`config.mk`:
```
export PLATFORM = sky130hd
export DESIGN_NAME = dbwc_dp
export DESIGN_NICKNAME = d
export VERILOG_FILES = /design/src/hdl/dbwc_pkg.sv /design/src/hdl/dbwc_dp.sv
export SDC_FILE = /design/constraint.sdc
export NUM_CORES = 2
export LEC_CHECK = 0
export BUFFER_PORTS_ARGS = -buffer_cell sky130_fd_sc_hd__buf_2
export CORE_MARGIN = 2
export CORE_UTILIZATION = 40
export CTS_CLUSTER_SIZE = 28
export DETAILED_ROUTE_END_ITERATION = 12
export GPL_TIMING_DRIVEN = 0
export HOLD_SLACK_MARGIN = 0.1
export MAX_ROUTING_LAYER = met4
export PLACE_DENSITY = 0.64
export REMOVE_ABC_BUFFERS = 1
export SYNTH_ARGS = -nofsm -noshare
export SYNTH_HDL_FRONTEND = slang
export SYNTH_SLANG_ARGS = --single-unit
```
`constraint.sdc`:
```
create_clock -name i_clk -period 10.2 [get_ports i_clk]
set_input_delay 0.51 -clock i_clk [delete_from_list [all_inputs] [get_ports i_clk]]
set_output_delay 0.51 -clock i_clk [all_outputs]
set_load 0.005 [all_outputs]
```
`src/hdl/dbwc_pkg.sv`:
```
// Package of the daily bucket window counter: widths, operation codes,
// the datapath command struct and the window length saturation function.
// No dependencies.
package dbwc_pkg;

    localparam int DAYS_MAX = 64;
    localparam int SLOT_W   = $clog2(DAYS_MAX);
    localparam int HELD_W   = 7;
    localparam int DAY_W    = 20;
    localparam int CNT_W    = 32;
    localparam int SUM_W    = 64;
    localparam int OP_W     = 2;
    localparam int SDAY_W   = DAY_W + 2;
    localparam int PADDR_W  = 3;
    localparam int PDATA_W  = 32;

    localparam logic [HELD_W-1:0] WINDOW_RESET = 7'd7;
    // Word index of the window length register
    localparam logic REG_WINDOW = 1'b0;

    typedef enum logic [OP_W-1:0] {
        OP_ADD    = 2'd0,
        OP_RANGE  = 2'd1,
        OP_WINDOW = 2'd2,
        OP_CLEAR  = 2'd3
    } t_op;

    // Command from the sequencer to the bucket datapath
    typedef struct packed {
        logic              start;
        logic              wr_en;
        logic              wr_zero;
        logic              add_count;
        logic              acc_en;
        logic [SLOT_W-1:0] wr_addr;
        logic [SLOT_W-1:0] rd_addr;
    } t_dp_cmd;

    // Saturate the window length to 1..DAYS_MAX
    function automatic logic [HELD_W-1:0] eff_len(input logic [HELD_W-1:0] win);
        logic [HELD_W-1:0] n;
        n = win;
        if (n == '0) begin
            n = HELD_W'(1);
        end
        if (n > HELD_W'(DAYS_MAX)) begin
            n = HELD_W'(DAYS_MAX);
        end
        return n;
    endfunction

endpackage

```
`src/hdl/dbwc_dp.sv`:
```
// Bucket datapath: the bucket memory, the shared 64-bit adder and the
// accumulator. Driven by the sequencer through dbwc_pkg::t_dp_cmd.
module dbwc_dp (
    input  logic                         i_clk,
    input  logic                         i_rst_n,
    input  dbwc_pkg::t_dp_cmd            i_cmd,
    input  logic [dbwc_pkg::CNT_W-1:0]   i_count,
    output logic [dbwc_pkg::SUM_W-1:0]   o_total
);

    localparam int SW = dbwc_pkg::SUM_W;
    localparam int CW = dbwc_pkg::CNT_W;

    logic [SW-1:0] r_mem [dbwc_pkg::DAYS_MAX];
    logic [SW-1:0] r_rdata;
    logic [SW-1:0] r_acc;
    logic [CW-1:0] r_count;
    logic          r_acc_en;
    logic [SW-1:0] sum;
    logic [SW-1:0] wdata;

    // Shared adder: bucket plus count for an add, bucket plus total for a query
    assign sum   = r_rdata + (i_cmd.add_count ? {{(SW-CW){1'b0}}, r_count} : r_acc);
    assign wdata = i_cmd.wr_zero ? '0 : sum;

    // Bucket memory, one write and one registered read a cycle
    always_ff @(posedge i_clk) begin
        if (i_cmd.wr_en) begin
            r_mem[i_cmd.wr_addr] <= wdata;
        end
        r_rdata <= r_mem[i_cmd.rd_addr];
    end

    // Delay the in-range flag to line up with the read data
    always_ff @(posedge i_clk) begin
        if (!i_rst_n) begin
            r_acc_en <= 1'b0;
        end else begin
            r_acc_en <= i_cmd.acc_en;
        end
    end

    // Hold the count, clear and advance the running total
    always_ff @(posedge i_clk) begin
        if (i_cmd.start) begin
            r_acc   <= '0;
            r_count <= i_count;
        end else if (r_acc_en) begin
            r_acc <= sum;
        end
    end

    assign o_total = r_acc;

endmodule

```
Word level (Yosys, flattened, before mapping). Memories as Yosys holds them, arrays and structs flattened. A register that Yosys moved wholly into a read port is not among the register bits. Cells that the tools add are included.

Add/subtract/negate cells: 1. Mux-type cells: 4.

Operators with widths (number): 2-to-1 mux 64 bit (2); adder 64 bit (1); 2-to-1 mux 1 bit (2).

Register bits after elaboration: 97. RAM bits: 4096. Output and inout bits: 64. Logic and storage cells: 9. Memories kept: 1.

Memory list: r_mem (depth 64, width 64, read ports 1, clocked after Yosys merged registers in 1, wr ports 1, line dbwc_dp.sv:14) `logic [SW-1:0] r_mem [dbwc_pkg::DAYS_MAX];`.

Longest topological paths before layout.
Word-level depth: 3. Mapped depth: 17. Gate-level depth less buffers: 14.

Worst setup path before layout. Ideal clock, no wire load.

Path kind: input-to-reg. From: in i_cmd[9] in the netlist's numbering. To: mem r_mem[48][0] in the netlist's numbering (enable). Library setup time: 0.564 ns. Arrival: 5.382 ns. Data required time: 9.636 ns. Slack: 4.254 ns. Stages: 4. Path through: clkbuf_1 nor2b_1 nand4b_1 nor3_1.

RTL lines: from (decl) (line dbwc_dp.sv:6) `input dbwc_pkg::t_dp_cmd i_cmd,`; to (decl) (line dbwc_dp.sv:14).

No word-level cell before the write port.

Worst setup path in the final report.
From: reg r_acc[24], in the netlist o_total[24]. To: mem r_mem[46][59] in the netlist's numbering (data pin).

Longest elaborated chain between the ends: 3.

RTL lines: from (decl) (line dbwc_dp.sv:16) `logic [SW-1:0] r_acc;`; from (signal assigned) (line dbwc_dp.sv:49) `r_acc <= sum;`; 2-to-1 mux 64 bit (line dbwc_dp.sv:23) `assign sum = r_rdata + (i_cmd.add_count ? {{(SW-CW){1'b0}}, r_count} : r_acc);`; adder 64 bit (line dbwc_dp.sv:23); 2-to-1 mux 64 bit (line dbwc_dp.sv:24) `assign wdata = i_cmd.wr_zero ? '0 : sum;`; named net wdata[59] (line dbwc_dp.sv:20) `logic [SW-1:0] wdata;`.

The timed path passes the listed nets, and every way through them passes these cells.

==> summary.md <==
• status: finished, final reports clean
• Clock Tree Buf Depth: 4
• max capacitance violation total: 0
• P per Cell Area: 201.0 mW/mm^2
• post-synthesis cell type with the largest combined area: sky130_fd_sc_hd__edfxtp_1
• most common library cell in the layout ignoring fill and taps: sky130_fd_sc_hd__edfxtp_1
• Tightest Hold Check Type: in2reg
• total wire length after detailed routing: 466800 um
• crit path kind: reg2reg
• CP Launch Type: flop
• leading cell types in the layout, fill and taps excluded: sky130_fd_sc_hd__edfxtp_1, sky130_fd_sc_hd__mux4_2, sky130_fd_sc_hd__clkbuf_16
• Top FF cell, synth: sky130_fd_sc_hd__edfxtp_1
• setup slack at placement: 3.606 ns
• fraction of the core area covered by cells at the end of the flow: 0.4722
• Final HPWL DP: 305800 um
• longest individual stage delay on the worst path: 0.91 ns
• DRC Markers: 0
• Core Footprint: 0.4096 mm^2
• nature of the critical path endpoint: flop
• Die Height: 645.5 um
• Via-to-Cell Ratio: 6.006
• count of TritonRoute iterations in the first routing pass: 5
• sequential-to-total area share from yosys stat: 0.7688
• reg2reg start: o_total[24]
• DRC violation total after the first TritonRoute iteration: 11820
• crit path capture: r_mem[46][59]
• clock transition time at the flip-flop clock pins of the worst setup and hold paths: 0.06 ns
• maximum fanout along the worst path: 64
• vias after detailed routing: 80190
• top cells by area in the synthesized netlist: sky130_fd_sc_hd__edfxtp_1, sky130_fd_sc_hd__mux4_2, sky130_fd_sc_hd__dfxtp_1, sky130_fd_sc_hd__clkbuf_1, sky130_fd_sc_hd__ha_1
• Yosys warning total: 0
• depth of the worst register-to-register path: 13
• beginning of the critical path: o_total[24]
• worst endpoint required time: 10.74 ns
• total of cells resized after clock tree synthesis: 0
• # H-tree levels: 5
• count of buffers added by post-CTS timing repair for setup: 0
• top-level I/O count: 115
• share of flip-flops with an asynchronous set or reset: 0
• count of standard-cell rows: 235
• Max transition margin: 0.07598
• number of buffers created by CTS: 402
• setup slack of the worst register-to-register path: 3.83 ns
• Hold Buf Count CTS: 39
• Period Utilization, post-route: 0.6244
• count of flip-flops with a built-in enable after synthesis: 4128
• VDD IR-drop max: 162.2 uV
• largest net degree at the start of global routing: 139
• worst path cell trace: inv_1, o21ai_0, ha_1, a21o_1, a21o_1, a21oi_1, o21ai_0, a21oi_1, o31a_1, nor3_2, o2bb2ai_2, a31oi_1, mux2_2
• Skew-Pair Late Insertion Delay: 0.94 ns
• global-route wire length before repair: 639000 um
• area overhead of the layout relative to synthesis: 17.50%
• slew of the pin with the lowest slew margin: 1.386 ns
• area of the mapped netlist: 0.1646 mm^2
• initial cell density of the core: 0.4019
• antenna violations before repair: 15
• worst flop-to-flop path endpoint: r_mem[46][59]
• hold violation total from the final report: 0
• post-synthesis register bit count: 4257
• buffers added on ports: 114
• number of nets in the layout: 7667
• remaining global-route overflow: 0
• die outline width: 645.5 um
• Final Skew: 0.04954 ns
• final RePlAce weighted congestion: 0.8841
• area share of the largest cell type after synthesis: 0.7531
• number of global-route vias before repair: 79830
• residual antenna-violating net count after detailed routing: 0
• buffer type at the clock tree root: sky130_fd_sc_hd__clkbuf_16
• worst setup margin: 3.831 ns
• min cycle time layout: 6.369 ns
• leakage power figure: 60.86 nW
• setup repair after global routing missed its margin: no
• non-filler cells in the finished layout: 13350
• clock tree from TritonCTS: built
• post-synth cell types: 85
• Placed Cells: 12560
• Filler Cells Inserted: 32300
• # clock sinks: 4257
• setup violation total in the final timing report: 0
• Avg Inst Size Synth: 23.64 um^2
• max-slew violation count: 0
• Max Freq: 157.0 MHz
• cell type of the slowest stage on the worst timing path: sky130_fd_sc_hd__o21ai_0
• Die Outline Area: 0.4167 mm^2
• GRT Overall Usage: 0.2278
• post-detailed-route wirelength per cell: 34.96 um
• layout cells sized above 1: 0.3338
• Gate Count Post-Synth: 6964
• signal arrival time at the worst endpoint: 6.91 ns
==> metrics by stage <==
step / cell area, um^2 / hold slack [ns] / power, W / setup TNS, ns
3_3_place_gp: 170500 / 0.4859 / 0.02521 / -6367.85
2_1_floorplan: 163100 / 0.4809 / 0.02261 / 0
3_5_place_dp: 180000 / 0.4867 / 0.02431 / 0
5_1_grt: 193400 / 0.1319 / 0.03991 / 0
6_report: 193400 / 0.1374 / 0.03888 / 0
4_1_cts: 193400 / 0.1064 / 0.03902 / 0
==> flip-flops by register name (all words and copies together) (netlist names) <==
register and flops:
r_rdata 64, o_total 64, r_acc_en 1, r_count 32, r_mem 4096
==> worst min path at each step <==
stage                     start  slack (ns)  depth (start not counted)           end
global route          i_cmd[14]        0.13                          2  r_mem[0][15]
detailed placement  o_total[55]        0.49                          2   o_total[55]
finish                i_cmd[14]        0.14                          2  r_mem[0][15]
floorplan            o_total[1]        0.48                          2    o_total[1]
CTS                   i_cmd[14]        0.11                          2  r_mem[0][15]
global placement    o_total[44]        0.49                          2   o_total[44]
==> synth_stat cells (19+ instances only) <==
library cell and count:
sky130_fd_sc_hd__buf_2 48, sky130_fd_sc_hd__a21o_1 51, sky130_fd_sc_hd__mux2i_1 30, sky130_fd_sc_hd__mux4_2 1344, sky130_fd_sc_hd__clkbuf_1 292, sky130_fd_sc_hd__nand2_1 93
sky130_fd_sc_hd__edfxtp_1 4128, sky130_fd_sc_hd__xor2_1 22, sky130_fd_sc_hd__dfxtp_1 129, sky130_fd_sc_hd__xnor2_1 37, sky130_fd_sc_hd__a21oi_1 71, sky130_fd_sc_hd__o21ai_0 59
sky130_fd_sc_hd__nor2b_1 57, sky130_fd_sc_hd__nand3_1 19, sky130_fd_sc_hd__buf_1 34, sky130_fd_sc_hd__inv_1 58, sky130_fd_sc_hd__ha_1 63, sky130_fd_sc_hd__nor2_1 185
==> layer usage <==
metal | vias to the layer above | wire [um] | track usage
met5 | - | 0 | -
met4 | 0 | 28900 | 0.1166
met2 | 4528 | 244100 | 0.3907
met1 | 43380 | 155800 | 0.2582
met3 | 1235 | 38010 | 0.03733
li1 | 31050 | - | -
==> logic make-up (layout without fill, tap and decap cells) <==
group / Yosys count / in the layout / synth area share
AOI/OAI and AO/OA: 289 / 289 / 0.01194
xor gates and xnor gates: 60 / 60 / 0.003276
adders and majority gates: 64 / 64 / 0.004910
buffers and inverters: 434 / 1357 / 0.01033
DFF: 4257 / 4257 / 0.7688
muxes: 1392 / 1392 / 0.1869
other: 0 / 13 / 0
and+or+nand+nor: 468 / 468 / 0.01384
==> report_power, final <==
group | switching [W] | internal, W | total (W) | leakage [nW]
combinational | 0.00233 | 0.00121 | 0.00353 | 15.7
clock | 0.00644 | 0.00846 | 0.0149 | 6.37
sequential | 0.000104 | 0.0203 | 0.0205 | 38.8
==> area by class of cell <==
type                       instances  area [um^2]  area share
clock buffer                     504        10810     0.05591
antenna                           13        32.53   0.0001682
multi-input combinational       2273        37310      0.1929
sequential                      4257       126500      0.6543
clock inverter                   235         2197     0.01136
timing repair buffer             560         9477     0.04900
inverter                          58        217.7    0.001126
tap                             5451         6820     0.03526
==> worst max-delay path, delay by kind of cell, from the launching register on <==
kind	cells	cell delay, ns
adders and majority gates	1	0.55
buffers and inverters	1	0.05
AOI/OAI and AO/OA	9	3.97
and+or+nand+nor	1	0.21
muxes	1	0.85
DFF	1	0.34
Power figures use the tool's default switching activity.
