`src/hdl/dbwc_pkg.sv`:
```
// Package of the daily bucket window counter: widths, operation codes,
// the datapath command struct and the window length saturation function.
// No dependencies.
package dbwc_pkg;

    localparam int DAYS_MAX = 64;
    localparam int SLOT_W   = $clog2(DAYS_MAX);
    localparam int HELD_W   = 7;
    localparam int DAY_W    = 20;
    localparam int CNT_W    = 32;
    localparam int SUM_W    = 64;
    localparam int OP_W     = 2;
    localparam int SDAY_W   = DAY_W + 2;
    localparam int PADDR_W  = 3;
    localparam int PDATA_W  = 32;

    localparam logic [HELD_W-1:0] WINDOW_RESET = 7'd7;
    // Word index of the window length register
    localparam logic REG_WINDOW = 1'b0;

    typedef enum logic [OP_W-1:0] {
        OP_ADD    = 2'd0,
        OP_RANGE  = 2'd1,
        OP_WINDOW = 2'd2,
        OP_CLEAR  = 2'd3
    } t_op;

    // Command from the sequencer to the bucket datapath
    typedef struct packed {
        logic              start;
        logic              wr_en;
        logic              wr_zero;
        logic              add_count;
        logic              acc_en;
        logic [SLOT_W-1:0] wr_addr;
        logic [SLOT_W-1:0] rd_addr;
    } t_dp_cmd;

    // Saturate the window length to 1..DAYS_MAX
    function automatic logic [HELD_W-1:0] eff_len(input logic [HELD_W-1:0] win);
        logic [HELD_W-1:0] n;
        n = win;
        if (n == '0) begin
            n = HELD_W'(1);
        end
        if (n > HELD_W'(DAYS_MAX)) begin
            n = HELD_W'(DAYS_MAX);
        end
        return n;
    endfunction

endpackage

```
`src/hdl/dbwc_ctrl.sv`:
```
// Sequencer of the daily bucket window counter: ring state (newest day,
// newest slot, buckets held) and the per-item step sequence. Uses dbwc_pkg.
module dbwc_ctrl (
    input  logic                          i_clk,
    input  logic                          i_rst_n,
    input  logic                          i_start,
    input  logic [dbwc_pkg::OP_W-1:0]     i_op,
    input  logic [dbwc_pkg::DAY_W-1:0]    i_today,
    input  logic [dbwc_pkg::DAY_W-1:0]    i_range_start,
    input  logic [dbwc_pkg::DAY_W-1:0]    i_range_end,
    input  logic [dbwc_pkg::HELD_W-1:0]   i_window,
    input  logic                          i_out_free,
    output logic                          o_ready,
    output logic                          o_done,
    output logic [dbwc_pkg::HELD_W-1:0]   o_held,
    output dbwc_pkg::t_dp_cmd             o_cmd
);

    localparam int HW = dbwc_pkg::HELD_W;
    localparam int DW = dbwc_pkg::DAY_W;
    localparam int SW = dbwc_pkg::SLOT_W;
    localparam int XW = dbwc_pkg::SDAY_W;

    typedef enum logic [7:0] {
        S_IDLE  = 8'b0000_0001,
        S_PLAN  = 8'b0000_0010,
        S_ZERO  = 8'b0000_0100,
        S_RD    = 8'b0000_1000,
        S_WR    = 8'b0001_0000,
        S_SUM   = 8'b0010_0000,
        S_DRAIN = 8'b0100_0000,
        S_DONE  = 8'b1000_0000
    } t_state;

    t_state                r_state, n_state;
    dbwc_pkg::t_op         r_op, n_op;
    logic [DW-1:0]         r_today, n_today;
    logic signed [XW-1:0]  r_lo, n_lo;
    logic signed [XW-1:0]  r_hi, n_hi;
    logic [DW-1:0]         r_day, n_day;
    logic [SW-1:0]         r_slot, n_slot;
    logic [HW-1:0]         r_held, n_held;
    logic [HW-1:0]         r_idx, n_idx;
    logic [SW-1:0]         r_waddr, n_waddr;
    logic [HW-1:0]         r_left, n_left;

    logic [HW-1:0]         cap;
    logic [DW-1:0]         gap;
    logic                  ahead;
    logic                  big;
    logic [HW:0]           held_sum;
    logic signed [XW-1:0]  age_day;

    assign cap      = dbwc_pkg::eff_len(i_window);
    assign ahead    = r_today > r_day;
    assign gap      = r_today - r_day;
    assign big      = gap >= DW'(cap);
    assign held_sum = {1'b0, r_held} + gap[HW:0];
    assign age_day  = $signed({2'b00, r_day}) - $signed({{(XW-HW){1'b0}}, r_idx});

    // Next state and datapath commands
    always_comb begin
        n_state = r_state;
        n_op    = r_op;
        n_today = r_today;
        n_lo    = r_lo;
        n_hi    = r_hi;
        n_day   = r_day;
        n_slot  = r_slot;
        n_held  = r_held;
        n_idx   = r_idx;
        n_waddr = r_waddr;
        n_left  = r_left;
        o_ready = 1'b0;
        o_done  = 1'b0;
        o_cmd   = '0;
        o_cmd.rd_addr = r_slot;
        o_cmd.wr_addr = r_slot;

        case (r_state)
            S_IDLE: begin
                o_ready = 1'b1;
                if (i_start) begin
                    o_cmd.start = 1'b1;
                    n_op    = dbwc_pkg::t_op'(i_op);
                    n_today = i_today;
                    if (dbwc_pkg::t_op'(i_op) == dbwc_pkg::OP_WINDOW) begin
                        n_lo = $signed({2'b00, i_today}) - $signed(XW'(cap))
                               + $signed(XW'(1));
                        n_hi = $signed({2'b00, i_today});
                    end else begin
                        n_lo = $signed({2'b00, i_range_start});
                        n_hi = $signed({2'b00, i_range_end});
                    end
                    n_state = S_PLAN;
                end
            end

            // Decide the ring update, the query walk or the clear
            S_PLAN: begin
                n_idx = '0;
                case (r_op)
                    dbwc_pkg::OP_ADD: begin
                        if (r_held == '0) begin
                            n_slot  = '0;
                            n_day   = r_today;
                            n_held  = HW'(1);
                            n_waddr = '0;
                            n_left  = HW'(1);
                            n_state = S_ZERO;
                        end else if (!ahead) begin
                            n_state = S_RD;
                        end else if (big) begin
                            n_day   = r_today;
                            n_held  = cap;
                            n_waddr = '0;
                            n_left  = HW'(dbwc_pkg::DAYS_MAX);
                            n_state = S_ZERO;
                        end else begin
                            n_day   = r_today;
                            n_slot  = r_slot + gap[SW-1:0];
                            n_waddr = r_slot + SW'(1);
                            n_left  = gap[HW-1:0];
                            n_held  = (held_sum > {1'b0, cap}) ? cap : held_sum[HW-1:0];
                            n_state = S_ZERO;
                        end
                    end
                    dbwc_pkg::OP_RANGE, dbwc_pkg::OP_WINDOW: begin
                        n_state = (r_held == '0) ? S_DONE : S_SUM;
                    end
                    default: begin
                        n_held  = '0;
                        n_day   = '0;
                        n_slot  = '0;
                        n_state = S_DONE;
                    end
                endcase
            end

            // Zero one fresh bucket a cycle
            S_ZERO: begin
                o_cmd.wr_en   = 1'b1;
                o_cmd.wr_zero = 1'b1;
                o_cmd.wr_addr = r_waddr;
                n_waddr = r_waddr + SW'(1);
                n_left  = r_left - HW'(1);
                if (r_left == HW'(1)) begin
                    n_state = S_RD;
                end
            end

            // Read the newest bucket
            S_RD: begin
                n_state = S_WR;
            end

            // Write back the newest bucket plus the count
            S_WR: begin
                o_cmd.wr_en     = 1'b1;
                o_cmd.add_count = 1'b1;
                n_state = S_DONE;
            end

            // Walk buckets from newest to oldest, flag those in range
            S_SUM: begin
                o_cmd.rd_addr = r_slot - r_idx[SW-1:0];
                o_cmd.acc_en  = (age_day >= r_lo) && (age_day <= r_hi);
                n_idx = r_idx + HW'(1);
                if (n_idx == r_held) begin
                    n_state = S_DRAIN;
                end
            end

            // Let the last read reach the accumulator
            S_DRAIN: begin
                n_state = S_DONE;
            end

            // Hand the result to the output register when it is free
            S_DONE: begin
                if (i_out_free) begin
                    o_done  = 1'b1;
                    n_state = S_IDLE;
                end
            end

            default: begin
                n_state = S_IDLE;
            end
        endcase
    end

    // Control and ring state
    always_ff @(posedge i_clk) begin
        if (!i_rst_n) begin
            r_state <= S_IDLE;
            r_day   <= '0;
            r_slot  <= '0;
            r_held  <= '0;
            r_idx   <= '0;
            r_left  <= '0;
            r_waddr <= '0;
        end else begin
            r_state <= n_state;
            r_day   <= n_day;
            r_slot  <= n_slot;
            r_held  <= n_held;
            r_idx   <= n_idx;
            r_left  <= n_left;
            r_waddr <= n_waddr;
        end
    end

    // Item fields held for the duration of the work
    always_ff @(posedge i_clk) begin
        r_op    <= n_op;
        r_today <= n_today;
        r_lo    <= n_lo;
        r_hi    <= n_hi;
    end

    assign o_held = r_held;

endmodule

```
`config.mk`:
```
export PLATFORM = sky130hd
export DESIGN_NAME = dbwc_ctrl
export DESIGN_NICKNAME = d
export VERILOG_FILES = /design/src/hdl/dbwc_pkg.sv /design/src/hdl/dbwc_ctrl.sv
export SDC_FILE = /design/constraint.sdc
export NUM_CORES = 1
export LEC_CHECK = 0
export BUFFER_PORTS_ARGS = -buffer_cell sky130_fd_sc_hd__buf_2
export CELL_PAD_IN_SITES_DETAIL_PLACEMENT = 2
export CELL_PAD_IN_SITES_GLOBAL_PLACEMENT = 2
export CORE_MARGIN = 10
export CORE_UTILIZATION = 40
export DETAILED_ROUTE_END_ITERATION = 10
export PLACE_DENSITY = 0.95
export SLEW_MARGIN = 10
export SYNTH_ARGS = -nofsm -noshare
export SYNTH_HDL_FRONTEND = slang
export SYNTH_SLANG_ARGS = --single-unit
```
`constraint.sdc`:
```
create_clock -name i_clk -period 14.2 [get_ports i_clk]
set_clock_uncertainty 0.2 [all_clocks]
set_input_delay 0.71 -clock i_clk [delete_from_list [all_inputs] [get_ports i_clk]]
set_output_delay 0.71 -clock i_clk [all_outputs]
set_load 0.02 [all_outputs]
```
==> Word level (Yosys, flattened, before mapping) <==
Cells that the tools add are included.
{ "totals": {"rom_bits": 0, "in_bits": 73, "elab_cells": 112, "ff_bits": 127, "ram_bits": 0, "mem_count": 0, "out_inout_bits": 26, "latch_bits": 0} }
{ "classes": {"div": 0, "eq_ne": 21, "mul": 0, "n_mux": 47, "reduce_logical": 14, "n_shift": 0, "add_sub_neg": 11, "bitwise": 1, "magnitude_cmp": 6} }
{ "op_table": {"columns": ["cell", "n"], "rows": [
  ["$mux 20", 4],
  ["$mux 7", 10],
  ["$pmux 8 s7", 1],
  ["$mux 6", 9],
  ["$pmux 7 s2", 3],
  ["$sub 20x7->21", 2],
  ["$mux 8", 5],
  ["$pmux 20 s2", 1],
  ["$pmux 6 s2", 2],
  ["$add 21x2->22 const B", 1],
  ["$ge 21x22->1", 1],
  ["$le 21x22->1", 1],
  ["$ge 20x7->1", 1],
  ["$gt 20x20->1", 1],
  ["$sub 20x20->20", 1],
  ["$pmux 8 s2", 1],
  ["$logic_not 7->1", 2],
  ["$add 6x1->6 const B", 2],
  ["$ne 2x2->1 const B", 5],
  ["$mux 1", 9],
  ["$ne 3x3->1 const B", 3],
  ["$add 7x8->8", 1],
  ["$eq 8x1->1 const B", 1],
  ["$eq 8x2->1 const B", 1],
  ["other kinds (25)", 32]
]} }

==> Depth between registers and ports, before layout <==
{ "depth": {"word_depth": 10, "depth_mapped": 22, "ltp_nobuf": 22} }

==> Worst setup path before layout <==
OpenSTA, ideal clock, no wires.
{ "synth_timing": {"kind": "register -> output", "from": "reg r_idx[0]", "to": "out o_cmd[12] (netlist bit)", "required_ns": 13.290, "arrival_ns": 4.190, "path_stages_with_launch": 22, "path_slack_ns": 9.100, "path_buffers": 0, "cell_sequence": "dfxtp_1 ha_1 inv_1 fa_1 a21o_1 a21oi_1 o21ai_0 a21oi_1 nand2b_1 nand2_1 nor4_1 nand3_1 xnor2_1 ha_1 a21o_1 a21o_1 a21oi_1 nand2_1 a21o_1 a21oi_1 o41ai_1 a31oi_1"} }
{ "synth_lines": {"columns": ["element", "line_no", "text"], "rows": [
  ["start: declaration", "dbwc_ctrl.sv:43", "logic [HW-1:0] r_idx, n_idx;"],
  ["start signal: assignment", "dbwc_ctrl.sv:208", "r_idx <= n_idx;"],
  ["end: declaration", "dbwc_ctrl.sv:16", "output dbwc_pkg::t_dp_cmd o_cmd"]
]} }

==> flow_metrics.py <==
metrics = {
    "worst_setup_path": {
        "critPathMaxStageDelay_ps": 530,
        "path_common_cell": "o21ai_0",
        "rrSetupSlack_ps": 8060,
        "cp-end-kind": "output port",
        "worstPathArrival_ps": 6290,
        "cp_slowest_cell": "o21ai_0",
        "critPathRequiredTime_ps": 13290,
        "crit_path_start_kind": "register",
        "cp_max_fo": 6,
        "worstPathCellList": "inv_1 -> ha_1 -> nor2b_1 -> o21ai_0 -> a21boi_0 -> o21ai_0 -> a21boi_0 -> o21ai_0 -> nand4_1 -> nor2_1 -> nand2_1 -> xnor2_1 -> ha_1 -> nand4_1 -> or2_2 -> o211ai_1 -> nor2_1 -> o41ai_1 -> a31oi_1 -> buf_2",
        "crit_type": "register to output port",
    },
    "die": {
        "row_count": 58,
        "core_area_sq_mm": 0.0253,
        "dieArea_sq_mm": 0.0327,
        "boundaryPins": 99,
        "die_height_um": 181,
        "die_w_um": 181,
        "start_util_pct": 40.9,
    },
    "place": {
        "globalplace.congestion": 0.927,
        "placed_area_sq_mm": 0.0112,
        "pre_cts_ws_ps": 8170,
        "portBuffers": 98,
        "dpl.hpwl_mm": 35.7,
        "placedCellCount": 1606,
    },
    "clocking": {
        "clk_latency_ps": 450,
        "cts_resized": 0,
        "postCtsSetupBuffers": 0,
        "cts_hold_buffers": 0,
        "cts.sinks": 125,
        "cts-htree-levels": 4,
        "cts_made_buffers": 17,
        "clockBufferDepth": 2,
        "clk_pin_slew_ps": 60,
        "cts_tree": "built",
        "root_buffer": "clkbuf_16",
    },
    "sta": {
        "fin_crit_ps": 7200,
        "setup-tns-final_ps": 0,
        "drv_slew": 0,
        "max_freq_mhz": 139,
        "finalHoldViolations": 0,
        "period_share_pct": 50.7,
        "worst_slack_ps": 7000,
        "slew_headroom_pct": 18.8,
        "setup_violations": 0,
        "tightest_slew_ps": 1220,
        "grt_setup_unrepaired": "no",
    },
    "synth": {
        "synth_area_leader_cell": "edfxtp_1",
        "synthArstFlopShare_pct": 0,
        "synth_top_family_by_area": "simple AND/OR/NAND/NOR gates",
        "ys.flop_type": "edfxtp_1",
        "synthSimpleGateAreaFrac_pct": 19.6,
        "synth_compound_area_share_pct": 18.8,
        "yosysUniqueCellTypes": 78,
        "synth_fa_ha_area_share_pct": 15.1,
        "yosysSeqAreaShare_pct": 30.3,
        "ys_top_cells_by_area": "edfxtp_1 19%, ha_1 14%, dfxtp_1 12%",
        "synthMuxAreaShare_pct": 3.14,
        "synthXorXnorAreaFrac_pct": 7.61,
        "netlist_area_sq_mm": 0.0104,
        "ys_ff_latch": 125,
        "syn_avg_cell_area_sq_um": 8.58,
        "ys_warn_count": 0,
        "syn_inst": 1207,
        "synth-edff-count": 64,
        "netlist.area_leader.share_pct": 18.6,
        "synth_nets": 1401,
    },
    "drt": {
        "drc": 0,
        "ant_nets": 0,
        "vias": 11000,
        "viasPerCell": 6.71,
        "wl_per_cell_um": 33.2,
        "initialDrtViolationCount": 1080,
        "wl_mm": 54.5,
        "firstDrtPassIters": 5,
    },
    "job": {
        "max_cap_viol_count": 0,
    },
    "grt": {
        "grt_pass1_vias": 12334,
        "grt_pass1_wl_mm": 81.6,
        "antenna_found_initial": 0,
        "track_usage_pct": 32.3,
        "grt_max_degree": 64,
        "grt_overflow_total": 0,
    },
    "pwr": {
        "cellPowerDensity_mw_per_mm2": 99.1,
        "peakVddDrop_mv": 0.0867,
        "leakage_nw": 4.91,
        "power_w": 0.00116,
    },
    "layout": {
        "fin_area_sq_mm": 0.0117,
        "final_common_cell": "ha_1",
        "fin_cells": 1640,
        "drive_above_1_share_pct": 13.5,
        "fin_nets": 1489,
        "areaGrowthSynthToFinish_pct": 13.3,
        "final_cell_mix": "115 x ha_1, 112 x inv_1, 104 x nand2_1",
    },
    "min_path": {
        "hp-class": "input port to register",
    },
    "status": {
        "status": "finished, final reports clean",
    },
}
report_power, final:
part / switching, W / internal (W)
Combinational: 0.000196 / 0.0000926
Clock: 0.000194 / 0.000261
Sequential: 0.0000153 / 0.000404
Total: 0.000404 / 0.000758
routing by layer:
metal	wire, um	global-route usage (%)
met5	0	0
met4	3550	20.5
met3	4280	7.95
met2	26100	54.2
met1	20500	36.0
registers in the layout, indices dropped and copies added (netlist names):
signal / cells
r_lo: 22
r_day: 20
r_hi: 20
r_today: 20
r_state: 8
o_held: 7
r_idx: 7
r_left: 7
r_slot: 6
r_waddr: 6
r_op: 2
final timing paths:
path / startpoint / end / cells past startpoint
worst max-delay path: r_idx[1]$_SDFFE_PN0P_ / o_cmd[12] / 20
worst max register to register: r_today[0]$_DFFE_PP_ / r_waddr[1]$_SDFFE_PN0P_ / 17
worst min register to register: r_state[3]$_SDFFE_PN0P_ / r_state[4]$_SDFFE_PN0P_ / 2
worst min-delay path: i_op[0] / r_op[0]$_DFFE_PP_ / 1
cell usage after synthesis, types with 23 or more instances:
master	instances
nand2_1	104
a21o_1	31
inv_1	112
dfxtp_1	61
xnor2_1	66
nor2_1	86
ha_1	115
nand3_1	37
nor2b_1	31
clkbuf_1	28
xor2_1	24
a21oi_1	71
a22oi_1	23
o21ai_0	77
edfxtp_1	64
nor3_1	25
stage by stage:
stage,util [%],hold WS (ps)
global route,46.3,283
finish,46.3,286
floorplan,-,267
CTS,46.3,282
detailed placement,44.1,311
global placement,44.1,282
area by class of cell:
type / count / area, sq um
diodes: 2 / 5.00
clock buffers: 20 / 447
clock inverters: 12 / 121
fillers: 2704 / 13600
inverters: 112 / 420
multi-input cells: 936 / 6660
flip-flops and latches: 125 / 3140
well taps: 330 / 413
repair buffers: 103 / 528
cell families (layout without fill, tap and decap cells):
logic type / Yosys count / after routing
compound gates: 298 / 298
simple gates: 397 / 397
mux: 30 / 30
flops: 125 / 125
xor+xnor: 90 / 90
buf+inv: 146 / 247
fa+ha+maj: 121 / 121
other cells: 0 / 2
critical path: cells and delay by family, from the launching register on:
family / cells / cell delay [ps]
AOI/OAI and AO/OA: 8 / 2510
and+or+nand+nor: 7 / 1480
adders and majority gates: 2 / 570
DFF: 1 / 500
xor gates and xnor gates: 1 / 420
buffers and inverters: 2 / 370
No activity file was read; power rests on OpenSTA's default activity.
